[src/design/rpi_pkg.sv]
package rpi_pkg;

  localparam int unsigned ValueW = 64;
  localparam int unsigned RadixW = 6;
  localparam int unsigned CharW  = 8;

  // parse phase codes
  localparam logic [1:0] PH_START = 2'd0;
  localparam logic [1:0] PH_ZERO  = 2'd1;
  localparam logic [1:0] PH_BODY  = 2'd2;
  localparam logic [1:0] PH_DONE  = 2'd3;

  localparam logic [RadixW-1:0] RADIX_DEC = 6'd10;
  localparam logic [RadixW-1:0] RADIX_HEX = 6'd16;
  localparam logic [RadixW-1:0] RADIX_OCT = 6'd8;
  localparam logic [31:0]       RADIX_MIN = 32'd2;
  localparam logic [31:0]       RADIX_MAX = 32'd36;

  localparam logic [CharW-1:0] CH_NUL    = 8'h00;
  localparam logic [CharW-1:0] CH_ZERO   = 8'h30;
  localparam logic [CharW-1:0] CH_NINE   = 8'h39;
  localparam logic [CharW-1:0] CH_HASH   = 8'h23;
  localparam logic [CharW-1:0] CH_LO_A   = 8'h61;
  localparam logic [CharW-1:0] CH_LO_Z   = 8'h7a;
  localparam logic [CharW-1:0] CH_UP_A   = 8'h41;
  localparam logic [CharW-1:0] CH_UP_Z   = 8'h5a;
  localparam logic [CharW-1:0] CH_LO_X   = 8'h78;
  localparam logic [CharW-1:0] CH_UP_X   = 8'h58;
  localparam logic [CharW-1:0] LETTER_OFS = 8'd10;

  typedef struct packed {
    logic             ok;
    logic [RadixW-1:0] val;
  } digit_t;

  // map a character to its digit value 0..35
  function automatic digit_t decode_digit(input logic [CharW-1:0] c);
    digit_t       d;
    logic [CharW-1:0] v;
    d = '0;
    v = '0;
    if (c >= CH_ZERO && c <= CH_NINE) begin
      v = c - CH_ZERO;
      d.ok = 1'b1;
    end else if (c >= CH_LO_A && c <= CH_LO_Z) begin
      v = c - CH_LO_A + LETTER_OFS;
      d.ok = 1'b1;
    end else if (c >= CH_UP_A && c <= CH_UP_Z) begin
      v = c - CH_UP_A + LETTER_OFS;
      d.ok = 1'b1;
    end
    d.val = v[RadixW-1:0];
    return d;
  endfunction

endpackage

[src/design/radix_prefixed_integer_parser.sv]
// Channel | Ports                       | Payload
// --------+-----------------------------+-------------------------------------
// input   | in_tvalid/tready/tdata/tlast| tdata[7:0] = ch, tlast = last
// output  | out_tvalid/tready/tdata/tuser| tdata[63:0] = value, tuser = bad_digit
//
// One character per cycle sustained while no last character waits on a full
// result slot; a word is held in the input register, then updates the parse
// state and, on tlast, loads the result register.
// The per-character step is one 64x6 multiply and add on the accumulator.
// rst_n is synchronous, active low; it clears both valid bits and the state.
// A stalled result only holds back a character marked last; others still pass.
module radix_prefixed_integer_parser
  import rpi_pkg::*;
(
  input  logic        clk,
  input  logic        rst_n,
  input  logic        in_tvalid,
  output logic        in_tready,
  input  logic [7:0]  in_tdata,   // [7:0] ch
  input  logic        in_tlast,
  output logic        out_tvalid,
  input  logic        out_tready,
  output logic [63:0] out_tdata,  // [63:0] value
  output logic        out_tuser   // [0] bad_digit
);

  logic              in_vld_r;
  logic [CharW-1:0]  in_ch_r;
  logic              in_last_r;

  logic [1:0]        phase_r, phase_nxt;
  logic [RadixW-1:0] radix_r, radix_nxt;
  logic [ValueW-1:0] accum_r, accum_nxt;
  logic              err_r, err_nxt;

  logic              out_vld_r;
  logic [ValueW-1:0] out_val_r;
  logic              out_err_r;

  logic              proc;
  digit_t            dig;
  logic [RadixW-1:0] eff_radix;
  logic [ValueW+RadixW-1:0] prod;
  logic [ValueW-1:0] step_val;
  logic [31:0]       low_word;
  logic              do_body;

  // a character marked last needs the result slot free
  assign proc      = in_vld_r && (!in_last_r || !out_vld_r || out_tready);
  assign in_tready = !in_vld_r || proc;

  assign dig       = decode_digit(in_ch_r);
  assign eff_radix = (phase_r == PH_ZERO) ? RADIX_OCT : radix_r;
  assign prod      = accum_r * eff_radix;
  assign step_val  = prod[ValueW-1:0] + ValueW'(dig.val);
  assign low_word  = accum_r[31:0];

  always_comb begin
    phase_nxt = phase_r;
    radix_nxt = radix_r;
    accum_nxt = accum_r;
    err_nxt   = err_r;
    do_body   = 1'b0;
    case (phase_r)
      PH_START: begin
        if (in_ch_r == CH_NUL) begin
          phase_nxt = PH_DONE;
        end else if (in_ch_r == CH_ZERO) begin
          phase_nxt = PH_ZERO;
        end else begin
          do_body = 1'b1;
        end
      end
      PH_ZERO: begin
        if (in_ch_r == CH_NUL) begin
          phase_nxt = PH_DONE;
        end else if (in_ch_r == CH_LO_X || in_ch_r == CH_UP_X) begin
          radix_nxt = RADIX_HEX;
          phase_nxt = PH_BODY;
        end else begin
          radix_nxt = RADIX_OCT;
          do_body   = 1'b1;
        end
      end
      PH_BODY: do_body = 1'b1;
      default: ;
    endcase

    if (do_body) begin
      phase_nxt = PH_BODY;
      if (in_ch_r == CH_HASH) begin
        // gathered low word becomes the base if in 2..36, else base 10
        if (low_word >= RADIX_MIN && low_word <= RADIX_MAX) begin
          radix_nxt = low_word[RadixW-1:0];
        end else begin
          radix_nxt = RADIX_DEC;
        end
        accum_nxt = '0;
      end else if (dig.ok) begin
        if (dig.val >= eff_radix) begin
          err_nxt = 1'b1;
        end
        accum_nxt = step_val;
      end else begin
        phase_nxt = PH_DONE;
      end
    end
  end

  always_ff @(posedge clk) begin
    if (!rst_n) begin
      in_vld_r <= 1'b0;
    end else if (in_tready) begin
      in_vld_r <= in_tvalid;
    end
    if (in_tready && in_tvalid) begin
      in_ch_r   <= in_tdata;
      in_last_r <= in_tlast;
    end
  end

  always_ff @(posedge clk) begin
    if (!rst_n) begin
      phase_r <= PH_START;
      radix_r <= RADIX_DEC;
      accum_r <= '0;
      err_r   <= 1'b0;
    end else if (proc) begin
      if (in_last_r) begin
        phase_r <= PH_START;
        radix_r <= RADIX_DEC;
        accum_r <= '0;
        err_r   <= 1'b0;
      end else begin
        phase_r <= phase_nxt;
        radix_r <= radix_nxt;
        accum_r <= accum_nxt;
        err_r   <= err_nxt;
      end
    end
  end

  always_ff @(posedge clk) begin
    if (!rst_n) begin
      out_vld_r <= 1'b0;
    end else if (proc && in_last_r) begin
      out_vld_r <= 1'b1;
    end else if (out_tready) begin
      out_vld_r <= 1'b0;
    end
    if (proc && in_last_r) begin
      out_val_r <= accum_nxt;
      out_err_r <= err_nxt;
    end
  end

  assign out_tvalid = out_vld_r;
  assign out_tdata  = out_val_r;
  assign out_tuser  = out_err_r;

`ifndef NO_ASSERTIONS
  a_result_from_last: assert property (@(posedge clk) disable iff (!rst_n)
    $rose(out_tvalid) |-> $past(proc && in_last_r))
    else $error("result appeared without a last character");

  a_state_cleared: assert property (@(posedge clk) disable iff (!rst_n)
    (proc && in_last_r) |=> (phase_r == PH_START && radix_r == RADIX_DEC &&
                             accum_r == '0 && !err_r))
    else $error("parse state not cleared after last character");

  a_radix_range: assert property (@(posedge clk) disable iff (!rst_n)
    (radix_r >= RADIX_MIN[RadixW-1:0] && radix_r <= RADIX_MAX[RadixW-1:0]))
    else $error("radix out of range");

  a_stall_means_full: assert property (@(posedge clk) disable iff (!rst_n)
    !in_tready |-> (in_vld_r && in_last_r && out_vld_r && !out_tready))
    else $error("input stalled without a blocked result");
`endif

endmodule

[config.mk]
export PLATFORM = sky130hd
export DESIGN_NAME = radix_prefixed_integer_parser
export DESIGN_NICKNAME = d
export VERILOG_FILES = /design/src/design/rpi_pkg.sv /design/src/design/radix_prefixed_integer_parser.sv
export SDC_FILE = /design/constraint.sdc
export NUM_CORES = 1
export LEC_CHECK = 0
export BUFFER_PORTS_ARGS = -buffer_cell sky130_fd_sc_hd__buf_4
export CORE_UTILIZATION = 50
export CTS_BUF_LIST = sky130_fd_sc_hd__clkbuf_2
export CTS_CLUSTER_DIAMETER = 40
export DETAILED_ROUTE_END_ITERATION = 12
export GPL_ROUTABILITY_DRIVEN = 0
export PLACE_DENSITY = 0.77
export SETUP_SLACK_MARGIN = 0.2
export SKIP_CTS_REPAIR_TIMING = 1
export SLEW_MARGIN = 20
export SYNTH_ARGS = -nofsm -noshare
export SYNTH_HDL_FRONTEND = slang
export SYNTH_SLANG_ARGS = --single-unit
[constraint.sdc]
create_clock -name clk -period 7.1 [get_ports clk]
set_input_delay 1.42 -clock clk [delete_from_list [all_inputs] [get_ports clk]]
set_output_delay 1.42 -clock clk [all_outputs]
set_load 0.02 [all_outputs]
Word level (Yosys, flattened, before mapping)
Index checks and enable logic that the tools add are counted.
{"block": "totals", "register_bits": 149, "out_inout_bits": 67, "word_cells": 92}
{"block": "classes", "addsub": 6, "multipliers": 1, "magnitude_cmp": 9, "eq_ne": 8, "n_mux": 39, "reduce_logical": 19}
{"cell": "2-to-1 mux 64 bit", "n": 4}
{"cell": "adder 64 x 6 -> 64 bit", "n": 1}
{"cell": "multiplier 64 x 6 -> 64 bit", "n": 1}
{"cell": "2-to-1 mux 6 bit", "n": 10}
{"cell": ">= comparator 32 x 2 -> 1 bit (second input constant)", "n": 1}
{"cell": "less-or-equal comparator 32 x 6 -> 1 bit (second input constant)", "n": 1}
{"cell": "== test 8 x 6 -> 1 bit (second input constant)", "n": 2}
{"cell": "== test 8 x 7 -> 1 bit (second input constant)", "n": 2}
{"cell": ">= comparator 8 x 7 -> 1 bit (second input constant)", "n": 2}
{"cell": "less-or-equal comparator 8 x 7 -> 1 bit (second input constant)", "n": 2}
{"cell": "2-to-1 mux 1 bit", "n": 16}
{"cell": "adder 6 x 4 -> 6 bit (second input constant)", "n": 2}
{"cell": "2-to-1 mux 2 bit", "n": 6}
{"cell": "subtractor 6 bit (second input constant)", "n": 2}
{"cell": ">= comparator 8 x 6 -> 1 bit (second input constant)", "n": 1}
{"cell": "less-or-equal comparator 8 x 6 -> 1 bit (second input constant)", "n": 1}
{"cell": "zero test 8 bit", "n": 1}
{"cell": "logical AND 1 bit", "n": 7}
{"cell": ">= comparator 6 bit", "n": 1}
{"cell": "subtractor 6 x 1 -> 6 bit (second input constant)", "n": 1}
{"cell": "2-to-1 mux 5 bit", "n": 1}
{"cell": "inequality test 5 x 3 -> 1 bit (second input constant)", "n": 1}
{"cell": "inequality test 5 bit (second input constant)", "n": 1}
{"cell": "logical OR 1 bit", "n": 4}
{"cell": "9 further kinds", "n": 11}

Depth between registers and ports, before layout
Gate-level depths: netlist of run 1.
{"block": "logic_depth", "depth_word": 11, "depth_mapped": 23}

Worst setup path after synthesis of run 1
OpenSTA, ideal clock, no wires.
{"block": "synth_path", "path_kind": "reg-to-reg", "start": "register phase_r[1]", "end": "register out_val_r[28] (netlist: out_tdata[28]) (data pin)", "setup_time_ns": 0.256, "arrival_ns": 5.480, "path_slack_ns": 1.364, "stages_incl_launch_ff": 22, "n_path_buf": 3, "synth_period_minus_slack_ns": 5.736, "cell_sequence": "dfxtp_1 nand2b_1 buf_2 clkbuf_1 clkbuf_1 and3_1 fa_1 inv_1 fa_1 inv_1 fa_1 fa_1 ha_1 a21oi_1 a31oi_1 a21o_1 o31a_1 a21oi_1 o21ai_0 a221oi_1 xnor2_1 a22o_1"}
{"block": "synth_between", "elab_chain_len": 7}
{"element": "start, declared", "line_no": "radix_prefixed_integer_parser.sv:31", "source": "logic [1:0] phase_r, phase_nxt;"}
{"element": "start signal, assigned", "line_no": "radix_prefixed_integer_parser.sv:135", "source": "phase_r <= phase_nxt;"}
{"element": "== test 2 x 1 -> 1 bit", "line_no": "radix_prefixed_integer_parser.sv:53, radix_prefixed_integer_parser.sv:64"}
{"element": "2-to-1 mux 6 bit", "line_no": "radix_prefixed_integer_parser.sv:53", "source": "assign eff_radix = (phase_r == PH_ZERO) ? RADIX_OCT : radix_r;"}
{"element": "multiplier 64 x 6 -> 64 bit", "line_no": "radix_prefixed_integer_parser.sv:54", "source": "assign prod = accum_r * eff_radix;"}
{"element": "adder 64 x 6 -> 64 bit", "line_no": "radix_prefixed_integer_parser.sv:55", "source": "assign step_val = prod[ValueW-1:0] + ValueW'(dig.val);"}
{"element": "2-to-1 mux 64 bit", "line_no": "radix_prefixed_integer_parser.sv:99", "source": "end else if (dig.ok) begin"}
{"element": "2-to-1 mux 64 bit", "line_no": "radix_prefixed_integer_parser.sv:91", "source": "if (in_ch_r == CH_HASH) begin"}
{"element": "2-to-1 mux 64 bit (*)", "line_no": "radix_prefixed_integer_parser.sv:89", "source": "if (do_body) begin"}
{"element": "via accum_nxt[28]", "line_no": "radix_prefixed_integer_parser.sv:33", "source": "logic [ValueW-1:0] accum_r, accum_nxt;"}
{"element": "end signal, assigned", "line_no": "radix_prefixed_integer_parser.sv:152", "source": "out_val_r <= accum_nxt;"}
{"element": "end, declared", "line_no": "radix_prefixed_integer_parser.sv:37", "source": "logic [ValueW-1:0] out_val_r;"}
The timed path passes the listed nets; every way through them passes the cells marked *.
A chain may end at the register's enable or synchronous reset.

Worst setup path in the final report of run 1
{"block": "layout_path", "start": "register phase_r[0]", "end": "register out_val_r[58] (netlist: out_tdata[58]) (data pin)"}
The elaborated chain is that of the path after synthesis.

==> key figures, run 1 <==
Outcome
  • Outcome: finished, final reports clean

Worst setup path
  • Critical Path Max Stage Delay: 0.59 ns
  • R2R Path Start: phase_r[0]
  • Most frequent CP cell: fa_1
  • Crit path launch: phase_r[0]
  • Levels on crit path: 20
  • Crit end category: flip-flop
  • CP required: 7.77 ns
  • CP arrival: ~7.3 ns
  • CP Cell Sequence: nand2b_4 > and2_1 > inv_1 > nor2_1 > fa_1 > inv_1 > fa_1 > inv_1 > fa_1 > fa_1 > ha_1 > a21oi_1 > a31oi_1 > a211o_1 > o2111ai_1 > o21ai_0 > a21boi_0 > o21ai_0 > xnor2_1 > a22o_1
  • Crit-path slowest cell: dfxtp_1
  • Worst-path fanout max: 20
  • Crit start category: flip-flop
  • Path depth of the worst reg2reg path: 20
  • Setup CP Type: flip-flop to flip-flop
  • Top cell family by delay on the critical path: adder cells
  • WP buf/inv: 3

Timing
  • Tcrit/Tclk final: 0.928
  • Max transition margin: 0.327
  • Worst Max-Slew Pin Slew: 1.01 ns
  • Final Hold Viols: 0
  • Slew Limit Fails: 0
  • Clock skew: 0.0672 ns
  • # setup viols final: 0
  • Tmin final: 6.59 ns
  • Final hold slack: 0.532 ns
  • Fmax: 0.152 GHz
  • Unrepaired setup endpoints after global routing: false
  • Setup TNS: 0 ns

Global route
  • Number of global-route vias before repair: 15952
  • Initial antenna violation count: 2
  • GRT busiest layer: met2
  • Largest net degree at the start of global routing: ~150
  • Remaining Overflow, GRT: 0
  • Global-route wire length before repair: 84200 um
  • GR Layer Usage met2: 0.456
  • GRT met3 Usage: 0.0611
  • GR Layer Usage met1: 0.372
  • Total track usage: 0.282

Pwr
  • Combinational power share: 0.098
  • VDD IR max: 0.000118 V
  • Clock share of power: 0.323
  • Reg power frac: 0.579
  • Lkg Pwr: 0.0102 uW
  • Power, Total: 1590 uW
  • Pint: 1060 uW
  • Net switching power: between 500 and 600 uW
  • PD cells: 82.0 mW/mm^2
  • Sw Share: 0.332

Min path
  • Min-delay src: err_r
  • Path type of the worst min-delay path: flip-flop to flip-flop
  • Hold depth: 1

Run
  • Max-cap violations: 0

Clock tree
  • CTS tree: done
  • Clock latency on the worst-skew pair: 0.92 ns
  • Clk root buf: clkbuf_2
  • H-tree Lvls: 4
  • Number of buffers created by CTS: 17
  • Clock transition at path regs: 0.25 ns
  • Sink Count: 149
  • Worst-case clock buffer depth: 2

Placement
  • # port buffers: 79
  • HPWL Detailed: 37000 um
  • Area after DPL: 0.0192 sq mm

Die
  • Row cnt: 69
  • Io pins: 80
  • Core area: 0.0359 sq mm
  • Chip height: a little under 200 um
  • Die area: 0.0376 sq mm
  • Initial Utilization: 0.512
  • Die X: just under 200 um

Synthesis
  • Post-Syn Nets: 2329
  • Post-Syn Instances: 1933
  • Avg Cell Area, Syn: between 9 and 10 sq um
  • Netlist cell types: 69
  • Synthesized cell area: 0.0184 sq mm
  • Seq/Total Area, Yosys: 0.202
  • Yosys top cell by area: fa_1
  • Synth Flop Type: dfxtp_1
  • YS warnings: 0
  • Top cells by count, synth: and3_1 (278), fa_1 (240), nand2_1 (150)
  • Async set-or-reset flop fraction in the synthesized netlist: 0
  • Most common cell in the netlist: and3_1
  • Post-synth EDFFs: 74
  • Area contributors post-synth: fa_1 (26%), edfxtp_1 (12%), ha_1 (9.7%)
  • Yosys top cell area share: 0.261
  • #FFs+latches synth: 149

Routing
  • Number of routed nets with antenna violations: 0
  • Routed Wire Length: between 50000 and 60000 um
  • Routed vias: approximately 15000
  • Initial DRC Count: 1488
  • Post-DR wirelength/cell: 21.6 um
  • Vias per inst: 6.47
  • DR pass1 iterations: 6
  • DR DRC count: 0

Finish
  • Area of the multi-input gates: 0.0138 sq mm
  • FF/Latch Area: 0.00372 sq mm
  • Nets: 2312
  • Layout cell share with drive strength beyond 1: 0.0757
  • Layout Area Growth over Synthesis: 5.51%
  • Fill cell count: 3233
  • Final instance area: 0.0194 sq mm
[sequential cells by signal, indices dropped and copies added (netlist names)]
signal and count:
accum_r 64, out_tdata 64, radix_r 6, in_vld_r 1, out_tuser 1, in_ch_r 8
in_last_r 1, out_tvalid 1, phase_r 2, err_r 1
[per-layer routing]
| layer | wire, um | vias to the layer above | share of wire |
|---|---|---|---|
| li1 | - | 6816 | - |
| met4 | 1740 | 0 | 0.034 |
| met3 | 4830 | 137 | 0.093 |
| met1 | 21100 | 7677 | 0.41 |
| met5 | 0 | - | 0 |
| met2 | 24000 | 843 | 0.46 |
[through the flow]
stage / util / setup slack (ns) / cells
after floorplan: - / 1.36 / 1933
after global placement: 0.534 / 0.811 / 2357
after detailed placement: 0.534 / 0.620 / 2357
after CTS: 0.540 / 0.599 / 2389
after global routing: 0.541 / 0.206 / 2391
final: 0.541 / 0.508 / 2391
[cell type report]
class,count,share of cell area
antenna,1,0.000129
clock buffer,17,0.00438
clock inverter,15,0.00696
inverter,83,0.0160
multi-input combinational,1566,0.712
sequential,149,0.192
tap,461,0.0297
timing repair buffer,99,0.0389
[power by group through the flow]
stage / combinational [uW] / clock [uW] / sequential, uW
6_report: 156 / 515 / 922
4_1_cts: 153 / 524 / 921
3_5_place_dp: 152 / 0 / 938
5_1_grt: 167 / 550 / 923
2_1_floorplan: 96.5 / 0 / 941
3_3_place_gp: 149 / 0 / 937
[layout by cell type, fill, tap and decap left out, drive strengths merged, types with 6 or more instances in the layout]
cell      n
and3    278
fa      240
nand2   150
ha      143
buf      99
a21oi    95
inv      92
o21ai    87
nor2     76
dfxtp    75
edfxtp   74
and2     70
a22o     55
xnor2    45
nor2b    32
a21o     28
xor2     27
a22oi    23
nand3    22
o21bai   18
nand4    17
clkbuf   17
nor3     16
nor4     15
o21a     12
a31oi    12
nand2b   11
o31ai    10
a211oi    8
mux2i     7
o211ai    7
a21boi    6
[kinds of logic after synthesis]
logic type / after synthesis / synth area share
and+or+nand+nor: 705 / 0.209
adders and majority gates: 383 / 0.358
muxes: 8 / 0.00442
DFF: 149 / 0.202
xor gates and xnor gates: 72 / 0.0343
buffers and inverters: 219 / 0.0482
AOI/OAI and AO/OA: 397 / 0.143
[path summary, 6_finish.rpt]
| check | end | slack, ns |
|---|---|---|
| min reg2reg | err_r | 0.53 |
| max reg2reg | out_tdata[58] | 0.51 |
| min | err_r | 0.53 |
| max | out_tdata[58] | 0.51 |
Note: power is estimated with default switching activity, not from simulation.
==> run 2, diff against run 1 <==
CORE_UTILIZATION = 40   (was 50)
PLACE_DENSITY = 0.68   (was 0.77)
clock period = 6 ns   (was 7.1 ns; I/O delays follow)
==> run 2 against run 1 <==
Register-to-register slack lost 0.15 ns. Largest cell class unchanged. Largest power group unchanged. Maximum frequency rose by 17%. Via count grew 0.25%. Critical endpoint is now out_tdata[42].
==> key figures, run 2 (synthesis results as in run 1) <==
Routing
  • Routed Wire Length: 54900 um
  • Number of routed nets with antenna violations: 0
  • DR pass1 iterations: 8
  • Initial DRC Count: 1426
  • Routed vias: 15511
  • DR DRC count: 0
  • Post-DR wirelength/cell: 21.1 um
  • Vias per inst: 5.96

Clock tree
  • H-tree Lvls: 4
  • Clock transition at path regs: roughly 0.24 ns
  • Worst-case clock buffer depth: 2
  • Number of buffers created by CTS: 17
  • Clk root buf: clkbuf_2
  • CTS tree: done
  • Clock latency on the worst-skew pair: 1.08 ns
  • Sink Count: 149

Finish
  • Layout cell share with drive strength beyond 1: 0.137
  • Most frequent cells in the layout: and3_1 (278), fa_1 (240), buf_4 (157)
  • Nets: around 2400
  • Layout Area Growth over Synthesis: 12.6%
  • Commonest non-fill, non-tap cell in the layout: and3_1

Worst setup path
  • Crit end category: flip-flop
  • CP arrival: 6.47 ns
  • R2R Path Start: phase_r[1]
  • Setup CP Type: flip-flop to flip-flop
  • Crit start category: flip-flop
  • CP required: around 6.8 ns
  • Path depth of the worst reg2reg path: 19
  • Worst-path fanout max: 32
  • Crit path launch: phase_r[1]

Placement
  • # port buffers: 79
  • HPWL Detailed: 39000 um
  • DP Worst Slack: 0.0733 ns

Outcome
  • Outcome: finished, final reports clean

Timing
  • Final hold slack: 0.328 ns
  • Setup TNS: 0 ns
  • Fmax: 0.177 GHz
  • Clock skew: 0.0721 ns
  • Slew Limit Fails: 0
  • Worst setup margin: 0.355 ns
  • Worst Max-Slew Pin Slew: 0.954 ns
  • Unrepaired setup endpoints after global routing: true
  • Tmin final: 5.64 ns
  • Max transition margin: 0.362
  • # setup viols final: 0
  • Tcrit/Tclk final: 0.941
  • Final Hold Viols: 0

Min path
  • Hold depth: 1
  • Path type of the worst min-delay path: primary input to flip-flop
  • Min-delay src: in_tlast

Global route
  • GRT busiest layer: met2
  • Remaining Overflow, GRT: 0
  • Largest net degree at the start of global routing: ~130
  • Global-route wire length before repair: 85400 um
  • Number of global-route vias before repair: 15619
  • Total track usage: 0.233
  • Initial antenna violation count: 2
  • GRT met3 Usage: 0.0476
  • GR Layer Usage met2: 0.363
  • GR Layer Usage met1: 0.316

Pwr
  • Power, Total: just over 2000 uW
  • VDD IR max: between 0.0001 and 0.00015 V
  • Lkg Pwr: 0.0107 uW
  • PD cells: between 90 and 100 mW/mm^2

Die
  • Die area: 0.0469 sq mm
  • Die X: 217 um
  • Chip height: 217 um
  • Io pins: 80
  • Core area: between 0.04 and 0.05 sq mm
  • Initial Utilization: 0.406
  • Row cnt: slightly below 80

Run
  • Max-cap violations: 0
## run 2: cell count changes in the layout (fill, tap and decap cells not counted), sizes merged
cell / previous run / this run
buf: 99 / 165
inv: 92 / 84
clkbuf: 17 / 22
bufinv: 0 / 4
clkinv: 4 / 8
diode: 1 / 3
## run 2: per-layer routing
metal	wire, um	vias to the layer above
met4	2200	0
li1	-	6955
met5	0	-
met3	4940	141
met2	25000	724
met1	22800	7691
## run 2: final cells by class
cell class	count	area, sq um
multi-input combinational	1566	14200
clock buffer	17	85.1
timing repair buffer	170	1450
inverter	83	312
clock inverter	15	204
sequential	149	3730
fill	4331	24700
antenna	3	7.51
tap	600	751
## run 2: critical path, cell delays in order (launching register included)
cell and delay [ns]:
dfxtp_2 0.39, nand2b_4 0.23, buf_12 0.17, clkbuf_16 0.19, and3_1 0.21, fa_1 0.52
fa_1 0.45, fa_1 0.50, ha_1 0.30, ha_1 0.45, nand4_1 0.22, nor3b_1 0.24
a22oi_1 0.10, o21ai_1 0.23, o21ai_1 0.15, o41ai_2 0.34, buf_4 0.18, a21boi_0 0.11
xnor2_1 0.20, a22o_1 0.22
## run 2: report_power, final
group / total [uW] / internal (uW) / leakage, uW / switching [uW]
logic: 213 / 64.5 / 0.00921 / 149
registers: 1090 / 1080 / 0.00136 / 10.8
clock network: 725 / 279 / 0.000160 / 447
## run 2: path summary, 6_finish.rpt
kind,slack [ns],endpoint
max,0.36,out_tdata[42]
min,0.33,in_last_r
max reg2reg,0.36,out_tdata[42]
min reg2reg,0.50,accum_r[63]
## run 2: per-stage QoR
| step | cell area (sq um) | instances | util |
|---|---|---|---|
| finish | 20700 | 2603 | 0.457 |
| global route | 20700 | 2602 | 0.457 |
| CTS | 20100 | 2585 | 0.443 |
| detailed placement | 19800 | 2553 | 0.436 |
| global placement | 19800 | 2553 | 0.436 |
| floorplan | 18400 | 1933 | - |
